## config.mk

```make
export PLATFORM = sky130hd
export DESIGN_NAME = diagnostic_event_debounce_table
export DESIGN_NICKNAME = d
export VERILOG_FILES = /design/src/dedt_pkg.sv /design/src/dedt_front.sv /design/src/dedt_resq.sv /design/src/dedt_back.sv /design/src/diagnostic_event_debounce_table.sv
export SDC_FILE = /design/constraint.sdc
export NUM_CORES = 2
export LEC_CHECK = 0
export ABC_AREA = 1
export BUFFER_PORTS_ARGS = -buffer_cell sky130_fd_sc_hd__buf_2
export CORE_UTILIZATION = 50
export CTS_CLUSTER_SIZE = 14
export DETAILED_ROUTE_END_ITERATION = 16
export PLACE_DENSITY_LB_ADDON = 0.1
export SYNTH_ARGS = -nofsm -noshare
export SYNTH_HDL_FRONTEND = slang
export SYNTH_SLANG_ARGS = --single-unit
```

## constraint.sdc

```tcl
create_clock -name clk_i -period 25.4 [get_ports clk_i]
set_clock_uncertainty 0.05 [all_clocks]
set_input_delay 2.54 -clock clk_i [delete_from_list [all_inputs] [get_ports clk_i]]
set_output_delay 2.54 -clock clk_i [all_outputs]
set_load 0.1 [all_outputs]
```

## src/dedt_pkg.sv

```systemverilog
// Package for the diagnostic event debounce table: sizes, codes, beat types
// and the default fault code table. No dependencies.
package dedt_pkg;

  localparam int EVENTS = 32;
  localparam int IDX_W = (EVENTS > 1) ? $clog2(EVENTS) : 1;
  localparam int ADDR_W = 4;
  localparam int DATA_W = 32;

  localparam int ST_FAILED = 0;
  localparam int ST_PENDING = 2;
  localparam int ST_CONFIRMED = 3;

  typedef logic [IDX_W-1:0] idx_t;

  typedef enum logic [2:0] {
    K_REPORT   = 3'd0,
    K_QUERY    = 3'd1,
    K_CLEAR    = 3'd2,
    K_SCAN     = 3'd3,
    K_SET_CODE = 3'd4
  } kind_e;

  typedef enum logic [2:0] {
    OP_REPORT,
    OP_QUERY,
    OP_SET_CODE,
    OP_CLEAR,
    OP_SCAN,
    OP_RANGE_ERR,
    OP_NOP
  } op_e;

  typedef enum logic [1:0] {
    REG_ECU_SOURCE   = 2'd0,
    REG_BCAST_ENABLE = 2'd1,
    REG_FAIL_THR     = 2'd2,
    REG_PASS_THR     = 2'd3
  } cfg_reg_e;

  typedef enum logic [1:0] {
    B_IDLE,
    B_READ,
    B_EXEC,
    B_CLOSE
  } back_state_e;

  typedef struct packed {
    op_e         op;
    logic [7:0]  id;
    logic        failed;
    logic [23:0] code;
  } cmd_t;

  typedef struct packed {
    logic [7:0]  event_index;
    logic        frame_valid;
    logic [23:0] fault_code;
    logic [7:0]  status_bits;
    logic [7:0]  source_id;
    logic [7:0]  occurrence_low;
    logic [31:0] occurrences;
    logic        error;
    logic        last;
  } res_t;

  typedef struct packed {
    logic [7:0]        ecu_source;
    logic              bcast_enable;
    logic [6:0]        fail_thr;
    logic signed [7:0] pass_thr;
  } cfg_t;

  // st[0] testFailed, st[1] pending, st[2] confirmed
  typedef struct packed {
    logic signed [7:0] cnt;
    logic [2:0]        st;
    logic [31:0]       occ;
    logic              sent;
  } ev_t;

  function automatic logic [7:0] status_byte(input logic [2:0] st);
    logic [7:0] b;
    b = '0;
    b[ST_FAILED] = st[0];
    b[ST_PENDING] = st[1];
    b[ST_CONFIRMED] = st[2];
    return b;
  endfunction

  function automatic logic [23:0] default_code(input logic [7:0] i);
    logic [23:0] c;
    case (i)
      8'd0:    c = 24'hC00100;
      8'd1:    c = 24'hC00200;
      8'd2:    c = 24'hC00300;
      8'd3:    c = 24'hC00400;
      8'd4:    c = 24'hC10100;
      8'd5:    c = 24'hC10200;
      8'd6:    c = 24'hC10300;
      8'd7:    c = 24'hC20100;
      8'd8:    c = 24'hC20200;
      8'd9:    c = 24'hC20300;
      8'd10:   c = 24'hC30100;
      8'd11:   c = 24'hC30200;
      8'd12:   c = 24'hC40100;
      8'd13:   c = 24'hC50100;
      8'd14:   c = 24'hC50200;
      8'd15:   c = 24'hC60100;
      8'd16:   c = 24'hC60200;
      8'd17:   c = 24'hC70100;
      default: c = 24'h000000;
    endcase
    return c;
  endfunction

endpackage

```

## src/dedt_front.sv

```systemverilog
// Front end: accepts input beats, classifies them into commands and holds
// them in a two-entry command queue. Depends on dedt_pkg.
module dedt_front (
  input  logic          clk_i,
  input  logic          rst_ni,
  input  logic          push_i,
  output logic          full_o,
  input  logic [2:0]    kind_i,
  input  logic [7:0]    event_id_i,
  input  logic          failed_i,
  input  logic [23:0]   code_value_i,
  output logic          cmd_valid_o,
  input  logic          cmd_pop_i,
  output dedt_pkg::cmd_t cmd_o
);

  dedt_pkg::cmd_t cmd_in;
  dedt_pkg::cmd_t slot_q [2];
  logic           wr_ptr_q, wr_ptr_d;
  logic           rd_ptr_q, rd_ptr_d;
  logic [1:0]     cnt_q, cnt_d;
  logic           in_range;
  logic           do_push, do_pop;

  always_comb begin
    in_range = {1'b0, event_id_i} < 9'(dedt_pkg::EVENTS);
    cmd_in.id = event_id_i;
    cmd_in.failed = failed_i;
    cmd_in.code = code_value_i;
    case (kind_i)
      dedt_pkg::K_REPORT:   cmd_in.op = in_range ? dedt_pkg::OP_REPORT : dedt_pkg::OP_RANGE_ERR;
      dedt_pkg::K_QUERY:    cmd_in.op = in_range ? dedt_pkg::OP_QUERY : dedt_pkg::OP_RANGE_ERR;
      dedt_pkg::K_SET_CODE: cmd_in.op = in_range ? dedt_pkg::OP_SET_CODE :
                                                   dedt_pkg::OP_RANGE_ERR;
      dedt_pkg::K_CLEAR:    cmd_in.op = dedt_pkg::OP_CLEAR;
      dedt_pkg::K_SCAN:     cmd_in.op = dedt_pkg::OP_SCAN;
      default:              cmd_in.op = dedt_pkg::OP_NOP;
    endcase
  end

  assign full_o = (cnt_q == 2'd2);
  assign cmd_valid_o = (cnt_q != 2'd0);
  assign cmd_o = slot_q[rd_ptr_q];
  assign do_push = push_i && !full_o;
  assign do_pop = cmd_pop_i && cmd_valid_o;

  always_comb begin
    wr_ptr_d = do_push ? ~wr_ptr_q : wr_ptr_q;
    rd_ptr_d = do_pop ? ~rd_ptr_q : rd_ptr_q;
    cnt_d = cnt_q;
    if (do_push && !do_pop) begin
      cnt_d = cnt_q + 2'd1;
    end else if (do_pop && !do_push) begin
      cnt_d = cnt_q - 2'd1;
    end
  end

  always_ff @(posedge clk_i or negedge rst_ni) begin
    if (!rst_ni) begin
      wr_ptr_q <= 1'b0;
      rd_ptr_q <= 1'b0;
      cnt_q <= 2'd0;
    end else begin
      wr_ptr_q <= wr_ptr_d;
      rd_ptr_q <= rd_ptr_d;
      cnt_q <= cnt_d;
    end
  end

  always_ff @(posedge clk_i) begin
    if (do_push) begin
      slot_q[wr_ptr_q] <= cmd_in;
    end
  end

endmodule

```

## src/dedt_resq.sv

```systemverilog
// Result queue: two-entry queue of result beats between the back end and
// the result ports. Depends on dedt_pkg.
module dedt_resq (
  input  logic           clk_i,
  input  logic           rst_ni,
  input  logic           push_i,
  input  dedt_pkg::res_t res_i,
  output logic           full_o,
  output logic           empty_o,
  input  logic           pop_i,
  output dedt_pkg::res_t head_o
);

  dedt_pkg::res_t slot_q [2];
  logic           wr_ptr_q, wr_ptr_d;
  logic           rd_ptr_q, rd_ptr_d;
  logic [1:0]     cnt_q, cnt_d;
  logic           do_push, do_pop;

  assign full_o = (cnt_q == 2'd2);
  assign empty_o = (cnt_q == 2'd0);
  assign head_o = slot_q[rd_ptr_q];
  assign do_push = push_i && !full_o;
  assign do_pop = pop_i && !empty_o;

  always_comb begin
    wr_ptr_d = do_push ? ~wr_ptr_q : wr_ptr_q;
    rd_ptr_d = do_pop ? ~rd_ptr_q : rd_ptr_q;
    cnt_d = cnt_q;
    if (do_push && !do_pop) begin
      cnt_d = cnt_q + 2'd1;
    end else if (do_pop && !do_push) begin
      cnt_d = cnt_q - 2'd1;
    end
  end

  always_ff @(posedge clk_i or negedge rst_ni) begin
    if (!rst_ni) begin
      wr_ptr_q <= 1'b0;
      rd_ptr_q <= 1'b0;
      cnt_q <= 2'd0;
    end else begin
      wr_ptr_q <= wr_ptr_d;
      rd_ptr_q <= rd_ptr_d;
      cnt_q <= cnt_d;
    end
  end

  always_ff @(posedge clk_i) begin
    if (do_push) begin
      slot_q[wr_ptr_q] <= res_i;
    end
  end

endmodule

```

## src/dedt_back.sv

```systemverilog
// Back end: sequencer over the event and code memories; does the
// read-modify-write of each command and walks the table for scans.
// Depends on dedt_pkg.
module dedt_back (
  input  logic            clk_i,
  input  logic            rst_ni,
  input  dedt_pkg::cfg_t  cfg_i,
  input  logic            cmd_valid_i,
  input  dedt_pkg::cmd_t  cmd_i,
  output logic            cmd_pop_o,
  input  logic            res_ready_i,
  output logic            res_push_o,
  output dedt_pkg::res_t  res_o
);

  dedt_pkg::back_state_e state_q, state_d;
  dedt_pkg::cmd_t        cur_q, cur_d;
  dedt_pkg::idx_t        scan_idx_q, scan_idx_d;
  logic [dedt_pkg::EVENTS-1:0] ev_valid_q, ev_valid_d;
  logic [dedt_pkg::EVENTS-1:0] code_set_q, code_set_d;

  dedt_pkg::ev_t ev_mem [dedt_pkg::EVENTS];
  logic [23:0]   code_mem [dedt_pkg::EVENTS];
  dedt_pkg::ev_t ev_rd_q;
  logic [23:0]   code_rd_q;

  dedt_pkg::idx_t    rd_idx;
  dedt_pkg::ev_t     ev_cur, ev_new, ev_rep;
  logic [23:0]       code_cur;
  logic              ev_we, code_we;
  logic signed [7:0] thr, cnt1;
  logic              eligible;
  logic              scan_last;

  assign rd_idx = (cur_q.op == dedt_pkg::OP_SCAN) ? scan_idx_q :
                  cur_q.id[dedt_pkg::IDX_W-1:0];
  assign ev_cur = ev_valid_q[rd_idx] ? ev_rd_q : '0;
  assign code_cur = code_set_q[rd_idx] ? code_rd_q : dedt_pkg::default_code(8'(rd_idx));
  assign thr = signed'({1'b0, cfg_i.fail_thr});
  assign scan_last = (scan_idx_q == dedt_pkg::IDX_W'(dedt_pkg::EVENTS - 1));
  assign eligible = ev_cur.st[2] && !ev_cur.sent && (code_cur != 24'd0);

  // debounce update for a report
  always_comb begin
    ev_rep = ev_cur;
    cnt1 = ev_cur.cnt;
    if (cur_q.failed) begin
      if (ev_cur.cnt < thr) begin
        cnt1 = ev_cur.cnt + 8'sd1;
      end
      ev_rep.st[0] = 1'b1;
      ev_rep.st[1] = 1'b1;
      if (cnt1 >= thr) begin
        ev_rep.st[2] = 1'b1;
        ev_rep.occ = ev_cur.occ + 32'd1;
      end
    end else begin
      if (ev_cur.cnt > cfg_i.pass_thr) begin
        cnt1 = ev_cur.cnt - 8'sd1;
      end
      if (cnt1 <= 8'sd0) begin
        ev_rep.st[0] = 1'b0;
      end
      if (cnt1 <= cfg_i.pass_thr) begin
        cnt1 = cfg_i.pass_thr;
      end
    end
    ev_rep.cnt = cnt1;
  end

  always_comb begin
    state_d = state_q;
    cur_d = cur_q;
    scan_idx_d = scan_idx_q;
    ev_valid_d = ev_valid_q;
    code_set_d = code_set_q;
    cmd_pop_o = 1'b0;
    res_push_o = 1'b0;
    res_o = '0;
    res_o.last = 1'b1;
    ev_we = 1'b0;
    code_we = 1'b0;
    ev_new = ev_rep;
    case (state_q)
      dedt_pkg::B_IDLE: begin
        if (cmd_valid_i) begin
          cmd_pop_o = 1'b1;
          cur_d = cmd_i;
          scan_idx_d = '0;
          state_d = dedt_pkg::B_READ;
        end
      end
      dedt_pkg::B_READ: begin
        state_d = dedt_pkg::B_EXEC;
      end
      dedt_pkg::B_EXEC: begin
        if (cur_q.op == dedt_pkg::OP_SCAN) begin
          ev_new = ev_cur;
          ev_new.sent = 1'b1;
          res_o.event_index = 8'(scan_idx_q);
          res_o.frame_valid = 1'b1;
          res_o.fault_code = code_cur;
          res_o.status_bits = dedt_pkg::status_byte(ev_cur.st);
          res_o.source_id = cfg_i.ecu_source;
          res_o.occurrence_low = ev_cur.occ[7:0];
          res_o.last = 1'b0;
          if (!eligible || !cfg_i.bcast_enable || res_ready_i) begin
            ev_we = eligible;
            res_push_o = eligible && cfg_i.bcast_enable;
            if (scan_last) begin
              state_d = dedt_pkg::B_CLOSE;
            end else begin
              scan_idx_d = scan_idx_q + dedt_pkg::IDX_W'(1);
              state_d = dedt_pkg::B_READ;
            end
          end
        end else if (res_ready_i) begin
          res_push_o = 1'b1;
          state_d = dedt_pkg::B_IDLE;
          case (cur_q.op)
            dedt_pkg::OP_REPORT: begin
              ev_we = 1'b1;
              res_o.event_index = cur_q.id;
              res_o.status_bits = dedt_pkg::status_byte(ev_rep.st);
              res_o.occurrences = ev_rep.occ;
            end
            dedt_pkg::OP_QUERY: begin
              res_o.event_index = cur_q.id;
              res_o.status_bits = dedt_pkg::status_byte(ev_cur.st);
              res_o.occurrences = ev_cur.occ;
            end
            dedt_pkg::OP_SET_CODE: begin
              code_we = 1'b1;
              res_o.event_index = cur_q.id;
            end
            dedt_pkg::OP_CLEAR: begin
              ev_valid_d = '0;
            end
            dedt_pkg::OP_RANGE_ERR: begin
              res_o.event_index = cur_q.id;
              res_o.error = 1'b1;
            end
            default: begin
            end
          endcase
        end
        if (ev_we) begin
          ev_valid_d[rd_idx] = 1'b1;
        end
        if (code_we) begin
          code_set_d[rd_idx] = 1'b1;
        end
      end
      dedt_pkg::B_CLOSE: begin
        if (res_ready_i) begin
          res_push_o = 1'b1;
          state_d = dedt_pkg::B_IDLE;
        end
      end
      default: begin
        state_d = dedt_pkg::B_IDLE;
      end
    endcase
  end

  always_ff @(posedge clk_i or negedge rst_ni) begin
    if (!rst_ni) begin
      state_q <= dedt_pkg::B_IDLE;
      ev_valid_q <= '0;
      code_set_q <= '0;
    end else begin
      state_q <= state_d;
      ev_valid_q <= ev_valid_d;
      code_set_q <= code_set_d;
    end
  end

  always_ff @(posedge clk_i) begin
    cur_q <= cur_d;
    scan_idx_q <= scan_idx_d;
  end

  always_ff @(posedge clk_i) begin
    if (state_q == dedt_pkg::B_READ) begin
      ev_rd_q <= ev_mem[rd_idx];
      code_rd_q <= code_mem[rd_idx];
    end
    if (ev_we) begin
      ev_mem[rd_idx] <= ev_new;
    end
    if (code_we) begin
      code_mem[rd_idx] <= cur_q.code;
    end
  end

`ifndef SYNTHESIS
  a_read_then_exec: assert property (@(posedge clk_i) disable iff (!rst_ni)
    (state_q == dedt_pkg::B_READ) |=> (state_q == dedt_pkg::B_EXEC))
    else $error("read not followed by execute");

  a_range_err_no_write: assert property (@(posedge clk_i) disable iff (!rst_ni)
    (state_q == dedt_pkg::B_EXEC && cur_q.op == dedt_pkg::OP_RANGE_ERR) |->
    (!ev_we && !code_we))
    else $error("out-of-range command wrote a table");

  a_clear_drops_all: assert property (@(posedge clk_i) disable iff (!rst_ni)
    (state_q == dedt_pkg::B_EXEC && cur_q.op == dedt_pkg::OP_CLEAR && res_ready_i) |=>
    (ev_valid_q == '0))
    else $error("clear left a valid event");

  a_push_has_room: assert property (@(posedge clk_i) disable iff (!rst_ni)
    res_push_o |-> res_ready_i)
    else $error("result beat pushed into full queue");
`endif

endmodule

```

## src/diagnostic_event_debounce_table.sv

```systemverilog
// Top level of the diagnostic event debounce table: configuration registers,
// front end, back end and result queue. Depends on dedt_pkg, dedt_front,
// dedt_back and dedt_resq.
//
// Items enter through a two-entry command queue and results leave through a
// two-entry result queue. Each report, query, set-code, clear, out-of-range
// or unknown item passes through the back-end fetch, memory read and execute
// states, set by the single read port of the event memory and its
// read-modify-write; execute stalls while the result queue is full. A scan
// does one read and one execute per event plus the closing beat, and a full
// result queue can stall it. There is no clearing pass after reset.
module diagnostic_event_debounce_table (
  input  logic                          clk_i,
  input  logic                          rst_ni,
  input  logic                          push,
  output logic                          full,
  input  logic [2:0]                    kind_i,
  input  logic [7:0]                    event_id_i,
  input  logic                          failed_i,
  input  logic [23:0]                   code_value_i,
  output logic                          empty,
  input  logic                          pop,
  output logic [7:0]                    event_index_o,
  output logic                          frame_valid_o,
  output logic [23:0]                   fault_code_o,
  output logic [7:0]                    status_bits_o,
  output logic [7:0]                    source_id_o,
  output logic [7:0]                    occurrence_low_o,
  output logic [31:0]                   occurrences_o,
  output logic                          error_o,
  output logic                          last_o,
  input  logic                          psel,
  input  logic                          penable,
  input  logic                          pwrite,
  input  logic [dedt_pkg::ADDR_W-1:0]   paddr,
  input  logic [dedt_pkg::DATA_W-1:0]   pwdata,
  output logic [dedt_pkg::DATA_W-1:0]   prdata,
  output logic                          pready
);

  dedt_pkg::cfg_t cfg_q;
  dedt_pkg::cmd_t cmd;
  dedt_pkg::res_t res_in, res_head;
  logic           cmd_valid, cmd_pop;
  logic           res_push, res_full;
  logic           cfg_we;

  assign pready = 1'b1;
  assign cfg_we = psel && penable && pwrite && pready;

  always_ff @(posedge clk_i or negedge rst_ni) begin
    if (!rst_ni) begin
      cfg_q.ecu_source <= 8'd0;
      cfg_q.bcast_enable <= 1'b0;
      cfg_q.fail_thr <= 7'd3;
      cfg_q.pass_thr <= -8'sd3;
    end else if (cfg_we) begin
      case (paddr[dedt_pkg::ADDR_W-1:2])
        dedt_pkg::REG_ECU_SOURCE:   cfg_q.ecu_source <= pwdata[7:0];
        dedt_pkg::REG_BCAST_ENABLE: cfg_q.bcast_enable <= pwdata[0];
        dedt_pkg::REG_FAIL_THR:     cfg_q.fail_thr <= pwdata[6:0];
        dedt_pkg::REG_PASS_THR:     cfg_q.pass_thr <= signed'(pwdata[7:0]);
        default: begin
        end
      endcase
    end
  end

  always_comb begin
    case (paddr[dedt_pkg::ADDR_W-1:2])
      dedt_pkg::REG_ECU_SOURCE:   prdata = dedt_pkg::DATA_W'(cfg_q.ecu_source);
      dedt_pkg::REG_BCAST_ENABLE: prdata = dedt_pkg::DATA_W'(cfg_q.bcast_enable);
      dedt_pkg::REG_FAIL_THR:     prdata = dedt_pkg::DATA_W'(cfg_q.fail_thr);
      dedt_pkg::REG_PASS_THR:     prdata = dedt_pkg::DATA_W'(unsigned'(cfg_q.pass_thr));
      default:                    prdata = '0;
    endcase
  end

  dedt_front u_front (
    .clk_i        (clk_i),
    .rst_ni       (rst_ni),
    .push_i       (push),
    .full_o       (full),
    .kind_i       (kind_i),
    .event_id_i   (event_id_i),
    .failed_i     (failed_i),
    .code_value_i (code_value_i),
    .cmd_valid_o  (cmd_valid),
    .cmd_pop_i    (cmd_pop),
    .cmd_o        (cmd)
  );

  dedt_back u_back (
    .clk_i       (clk_i),
    .rst_ni      (rst_ni),
    .cfg_i       (cfg_q),
    .cmd_valid_i (cmd_valid),
    .cmd_i       (cmd),
    .cmd_pop_o   (cmd_pop),
    .res_ready_i (!res_full),
    .res_push_o  (res_push),
    .res_o       (res_in)
  );

  dedt_resq u_resq (
    .clk_i   (clk_i),
    .rst_ni  (rst_ni),
    .push_i  (res_push),
    .res_i   (res_in),
    .full_o  (res_full),
    .empty_o (empty),
    .pop_i   (pop),
    .head_o  (res_head)
  );

  assign event_index_o = res_head.event_index;
  assign frame_valid_o = res_head.frame_valid;
  assign fault_code_o = res_head.fault_code;
  assign status_bits_o = res_head.status_bits;
  assign source_id_o = res_head.source_id;
  assign occurrence_low_o = res_head.occurrence_low;
  assign occurrences_o = res_head.occurrences;
  assign error_o = res_head.error;
  assign last_o = res_head.last;

endmodule
```

# After elaboration in Yosys (flattened, before gate mapping)
# Memory sizes are Yosys's and may differ from the RTL's. A register that Yosys moved wholly into a read port is not among the register bits.
# Cells that the tools add are included.
# totals
regBits	103
mem_bits_rw	2430
mem_bits_ro	256
input_bits	79
output_inout_bits	126
wordCells	196
memories	5
# mem_list
memory	words	word_bits	rd	rd_clocked_by_memory_dff	wr	line_no	text
u_back.ev_mem	32	44	1	1	1	dedt_back.sv:22	dedt_pkg::ev_t ev_mem [dedt_pkg::EVENTS];
u_back.code_mem	32	24	1	1	1	dedt_back.sv:23	logic [23:0] code_mem [dedt_pkg::EVENTS];
(name not given)	32	8	1	0	0	dedt_pkg.sv:93	case (i)
u_resq.slot_q	2	91	1	0	1	dedt_resq.sv:14	dedt_pkg::res_t slot_q [2];
u_front.slot_q	2	36	1	1	1	dedt_front.sv:18	dedt_pkg::cmd_t slot_q [2];
# op_classes
n_addsub	8
n_lt_le_gt_ge	8
n_eq_ne	23
mux	87
n_bitwise	6
n_reduce_logical	45
# ops
cell	count
32-bit two-way mux	7
44-bit two-way mux	3
32-bit one-hot mux with 4 select lines	1
91-bit two-way mux	1
8-bit two-way mux	11
33-bit two-way mux	2
32-bit bitwise OR	2
32-bit one-hot mux with 2 select lines	1
32-bit by 1-bit adder with 32-bit output, second input constant	1
1-bit two-way mux	32
25-bit two-way mux	1
5-bit two-way mux	5
24-bit two-way mux	1
24-bit nonzero test	1
2-bit two-way mux	10
16-bit two-way mux	1
3-bit one-hot mux with 5 select lines	1
1-bit logical AND	14
2-bit AND reduction	7
2-bit equality test, second input constant	6
3-bit by 2-bit equality test with 1-bit output, second input constant	4
1-bit binary-select mux with 5-bit select	2
1-bit logical NOT	10
5-bit one-hot mux with 2 select lines	1
32 further kinds	52

# Depth between registers and ports, before layout
# depth
ltp_word	19
ltp_mapped	45
depth_no_buf	42

# By module
# From an unflattened synthesis, not the netlist that was laid out.
# hier_totals
cells_unflattened	8559
hier_area_um2	106796.2
# by_module_without_submodules
mod	n_inst	cells_each	area_per_inst_um2	seq_area_each_um2
dedt_back	1	7640	95629.2	70267.4
dedt_resq	1	507	6867.8	5565.3
dedt_front	1	235	2941.6	2262.2
diagnostic_event_debounce_table	1	177	1357.6	611.8

# Worst setup path before layout
# Ideal clock, no wire load.
# synth_path
path_type	reg2reg
startpoint	register u_back.cur_q[34] (netlist name)
endpoint	memory u_resq.slot_q[1][0] (netlist name), enable pin
setup_ns	0.531
arrival_time_ns	7.415
required_ns	24.819
setup_slack_ns	17.404
stages_incl_launch_ff	28
n_path_buf	6
period_less_slack_ns	7.996
path_cell_list	edfxtp_1 -> buf_4 -> nor2_4 -> nand2_4 -> nand2_2 -> nand2_4 -> inv_2 -> clkbuf_1 -> clkbuf_1 -> clkbuf_1 -> clkbuf_1 -> clkbuf_1 -> ha_1 -> inv_1 -> nor2_1 -> inv_1 -> o21ai_0 -> o211ai_1 -> nand2_1 -> o21a_1 -> nor2_1 -> nand2_1 -> nor2_1 -> nand2_1 -> nand3_1 -> nand3_1 -> nand2_1 -> nor2_1
# synth_between
elab_chain_len	17
elab_cells_between_ends	23
classes_between	eq/ne: 1; mux: 12; reduce/logical: 9; memory: 1
# synth_rtl
element	line_no	text
from (decl)	dedt_back.sv:17	dedt_pkg::cmd_t cur_q, cur_d;
from (signal assigned)	dedt_back.sv:179	cur_q <= cur_d;
3-bit equality test *	dedt_back.sv:35, dedt_back.sv:97	
parallel branches: the longest is 11 deep, another holds 24-bit two-way mux	-	
1-bit two-way mux *	dedt_back.sv:97	if (cur_q.op == dedt_pkg::OP_SCAN) begin
1-bit one-hot mux with 2 select lines *	dedt_back.sv:84	case (state_q)
1-bit logical AND *	dedt_resq.sv:23	assign do_push = push_i && !full_o;
1-bit two-way mux *	dedt_resq.sv:50	if (do_push) begin
1-bit two-way mux (implied by the code) *	dedt_resq.sv:51	slot_q[wr_ptr_q] <= res_i;
to (decl)	dedt_resq.sv:14	
# Mark *: on every way between the ends. The select of a mux whose other input is x is not followed.

==> results.json <==
{
  "run_status": "completed",
  "period_minus_slack_ns": 10.79,
  "core-area_sq_um": 210000,
  "post_cts_buffers": 0,
  "syn_inst": 8568,
  "numPortBuffers": 148,
  "rr_endpoint": "u_back.ev_mem[7][41]",
  "n_fill_cell": 17043,
  "hold_buffers": 0,
  "final_common_cell": "edfxtp_1",
  "grt_pass1_wl_um": 456000,
  "tritoncts.num_buffers": 286,
  "yosysTopAreaCell": "edfxtp_1",
  "crit_required_ns": 25.84,
  "fp.dieH_um": 463,
  "drv_slew": 0,
  "tightestPinTransition_ns": 1.41,
  "yosysWarnings": 0,
  "grt_usage_pct": 29.1,
  "clk_latency_ns": 0.94,
  "path_clk_slew_ns": 0.06,
  "final_cell_mix": "edfxtp_1, nor2_1, nand2_1, o21ai_0, inv_1",
  "maxCapViolCount": 0,
  "ys.flop_type": "edfxtp_1",
  "drt_wl_total_um": 319000,
  "grt_max_degree": 169,
  "areaGrowthSynthToFinish_pct": 12.1,
  "cp_slowest_cell": "a21oi_2",
  "ff2ff_path_depth": 39,
  "crit_path_end_kind": "register",
  "critPathMostFrequentCell": "nand2_1",
  "drc": 0,
  "fmax_mhz": 92.6,
  "post-dp-hpwl_um": 165000,
  "critical_path.startpoint": "u_back.cur_q[34]",
  "gp_congestion": 0.891,
  "dr.first_iter.drc_count": 9368,
  "die-area_sq_um": 214000,
  "ctsResizeCount": 0,
  "rr_startpoint": "u_back.cur_q[34]",
  "rsz0062_at_grt": "no",
  "tritoncts": "yes",
  "r2r_slack_ns": 14.61,
  "tns_ns": 0,
  "die_w_um": 463,
  "avgRoutedWirePerCell_um": 27.3,
  "antenna_found_initial": 12,
  "setup_violations": 0,
  "drive_gt1_share_pct": 10.1,
  "synth-seq-area-share_pct": 73.8,
  "yosys-top-cells-area": "edfxtp_1, nor2_1, o21ai_0",
  "synth.avg_cell_area_sq_um": 12.4,
  "start_util_pct": 50.5,
  "ios": 205,
  "synthesis.area_sq_um": 106000,
  "synth_edf_count": 2529,
  "start_kind": "register",
  "synthArstFlopShare_pct": 3.73,
  "via_count": 70820,
  "synth_seq_cells": 2627,
  "hold_path_class": "reg -> reg",
  "crit_type": "reg -> reg",
  "slew-limit-headroom_pct": 6.20,
  "std_cell_rows": 168,
  "cts.path.max_buffers": 4,
  "drt-vias-per-instance": 6.07,
  "holdPathStages": 2,
  "final_hold_viol_count": 0,
  "grt_overflow": 0,
  "htree_levels": 5,
  "holdPathEnd": "u_back.code_set_q[10]",
  "multiInputGateArea_sq_um": 24800,
  "clkSinkCount": 2627,
  "hp-start": "u_back.code_set_q[10]",
  "first_global_vias": 65803,
  "synth_top_area_share_pct": 71.4,
  "num-nets-final": 8773,
  "drtAntennaViolNets": 0,
  "yosysUniqueCellTypes": 61,
  "crit_fanout": 107,
  "root_buffer": "clkbuf_16",
  "post-route-period-util_pct": 42.5,
  "critPathMaxStageDelay_ns": 1.04,
  "seq_area_sq_um": 78400,
  "dr.pass1.iters": 6,
  "crit_arrival_ns": 11.23
}
-- worst max path at each step --
| stage | endpoint | slack [ns] | cells past startpoint |
|---|---|---|---|
| CTS | u_back.ev_mem[9][39] | 14.76 | 41 |
| global route | u_back.ev_mem[8][37] | 14.00 | 39 |
| finish | u_back.ev_mem[7][41] | 14.61 | 39 |
| floorplan | u_resq.slot_q[1][0] | 17.40 | 27 |
| detailed placement | u_back.ev_mem[13][39] | 14.83 | 41 |
| global placement | u_back.ev_mem[12][39] | 14.86 | 41 |
-- area by class of cell --
class,count,share of cell area [%]
diodes,5,0.0105
clock buffers,364,6.46
clock inverters,125,0.863
inverters,376,1.24
multi-input cells,5039,20.9
flip-flops and latches,2627,65.8
well taps,2805,2.95
repair buffers,324,1.82
-- state kept, by name (all words and copies together) (netlist names), 2 cells and up --
name	count
u_back.ev_mem	1408
u_back.cur_q	36
u_back.ev_rd_q	44
u_back.scan_idx_q	5
u_resq.slot_q	172
u_resq.cnt_q	2
u_back.code_set_q	32
u_back.code_rd_q	24
u_front.slot_q	72
u_back.code_mem	768
cfg_q	24
u_back.state_q	2
u_back.ev_valid_q	32
u_front.cnt_q	2
-- critical path: cells and delay by family (launching register included) --
family / cells / cell delay, ns
AO/OA/AOI/OAI: 8 / 2.35
XOR/XNOR: 2 / 0.40
adder cells (fa/ha/maj): 2 / 0.68
buffers and inverters: 6 / 1.83
flip-flops: 1 / 0.54
AND/OR/NAND/NOR: 21 / 4.28
-- per-stage QoR --
| stage | util [%] | setup slack [ns] | instances | instance area [sq um] | hold slack (ns) |
|---|---|---|---|---|---|
| 2_1_floorplan | - | 17.40 | 8596 | 106000 | 0.374 |
| 3_3_place_gp | 52.5 | 14.86 | 11171 | 110000 | 0.386 |
| 3_5_place_dp | 52.5 | 14.83 | 11171 | 110000 | 0.394 |
| 4_1_cts | 56.6 | 14.76 | 11660 | 119000 | 0.409 |
| 5_1_grt | 56.6 | 14.00 | 11664 | 119000 | 0.417 |
| 6_report | 56.6 | 14.61 | 11665 | 119000 | 0.407 |
-- cell usage after synthesis, types with 9 or more instances --
cell type and n:
dfstp_2 9, o21a_1 21, o32ai_1 157, mux2i_1 32, edfxtp_1 2529, a21oi_1 133
o22ai_1 244, clkbuf_1 443, o221ai_1 104, o21ai_0 1034, o31ai_1 22, nor3_1 27
buf_2 23, o21bai_1 25, nand2_1 1253, nand2_2 15, buf_1 47, buf_4 35
nor2_2 12, a41o_1 10, inv_1 358, xor2_1 12, nand4_1 46, nand3_1 215
dfrtp_1 89, o21ai_1 15, ha_1 40, or2_2 13, nor2_1 1452, a31oi_1 27
inv_2 11, o211ai_1 35
-- per-layer routing --
metal  GRT usage, %  vias up  wire length, um
met5              0        -                0
met4           7.74        0             7690
met3           4.92      506            31300
met2           45.1     3570           146000
met1           42.8    35688           134000
li1               -    31056                -
-- cells by family (layout without fill, tap and decap cells) --
family / after synthesis / in the layout / synth area share, %
muxes: 32 / 32 / 0.301
buffers and inverters: 930 / 1189 / 3.48
and+or+nand+nor: 3057 / 3057 / 11.4
adders and majority gates: 40 / 40 / 0.471
AOI/OAI and AO/OA: 1864 / 1864 / 10.4
other: 2 / 35 / 0.00706
xor gates and xnor gates: 16 / 16 / 0.132
DFF: 2627 / 2627 / 73.8
Power is left out: the tool's default activity adds up to more than one toggle a clock period on the data nets, which glitch-free logic cannot reach.
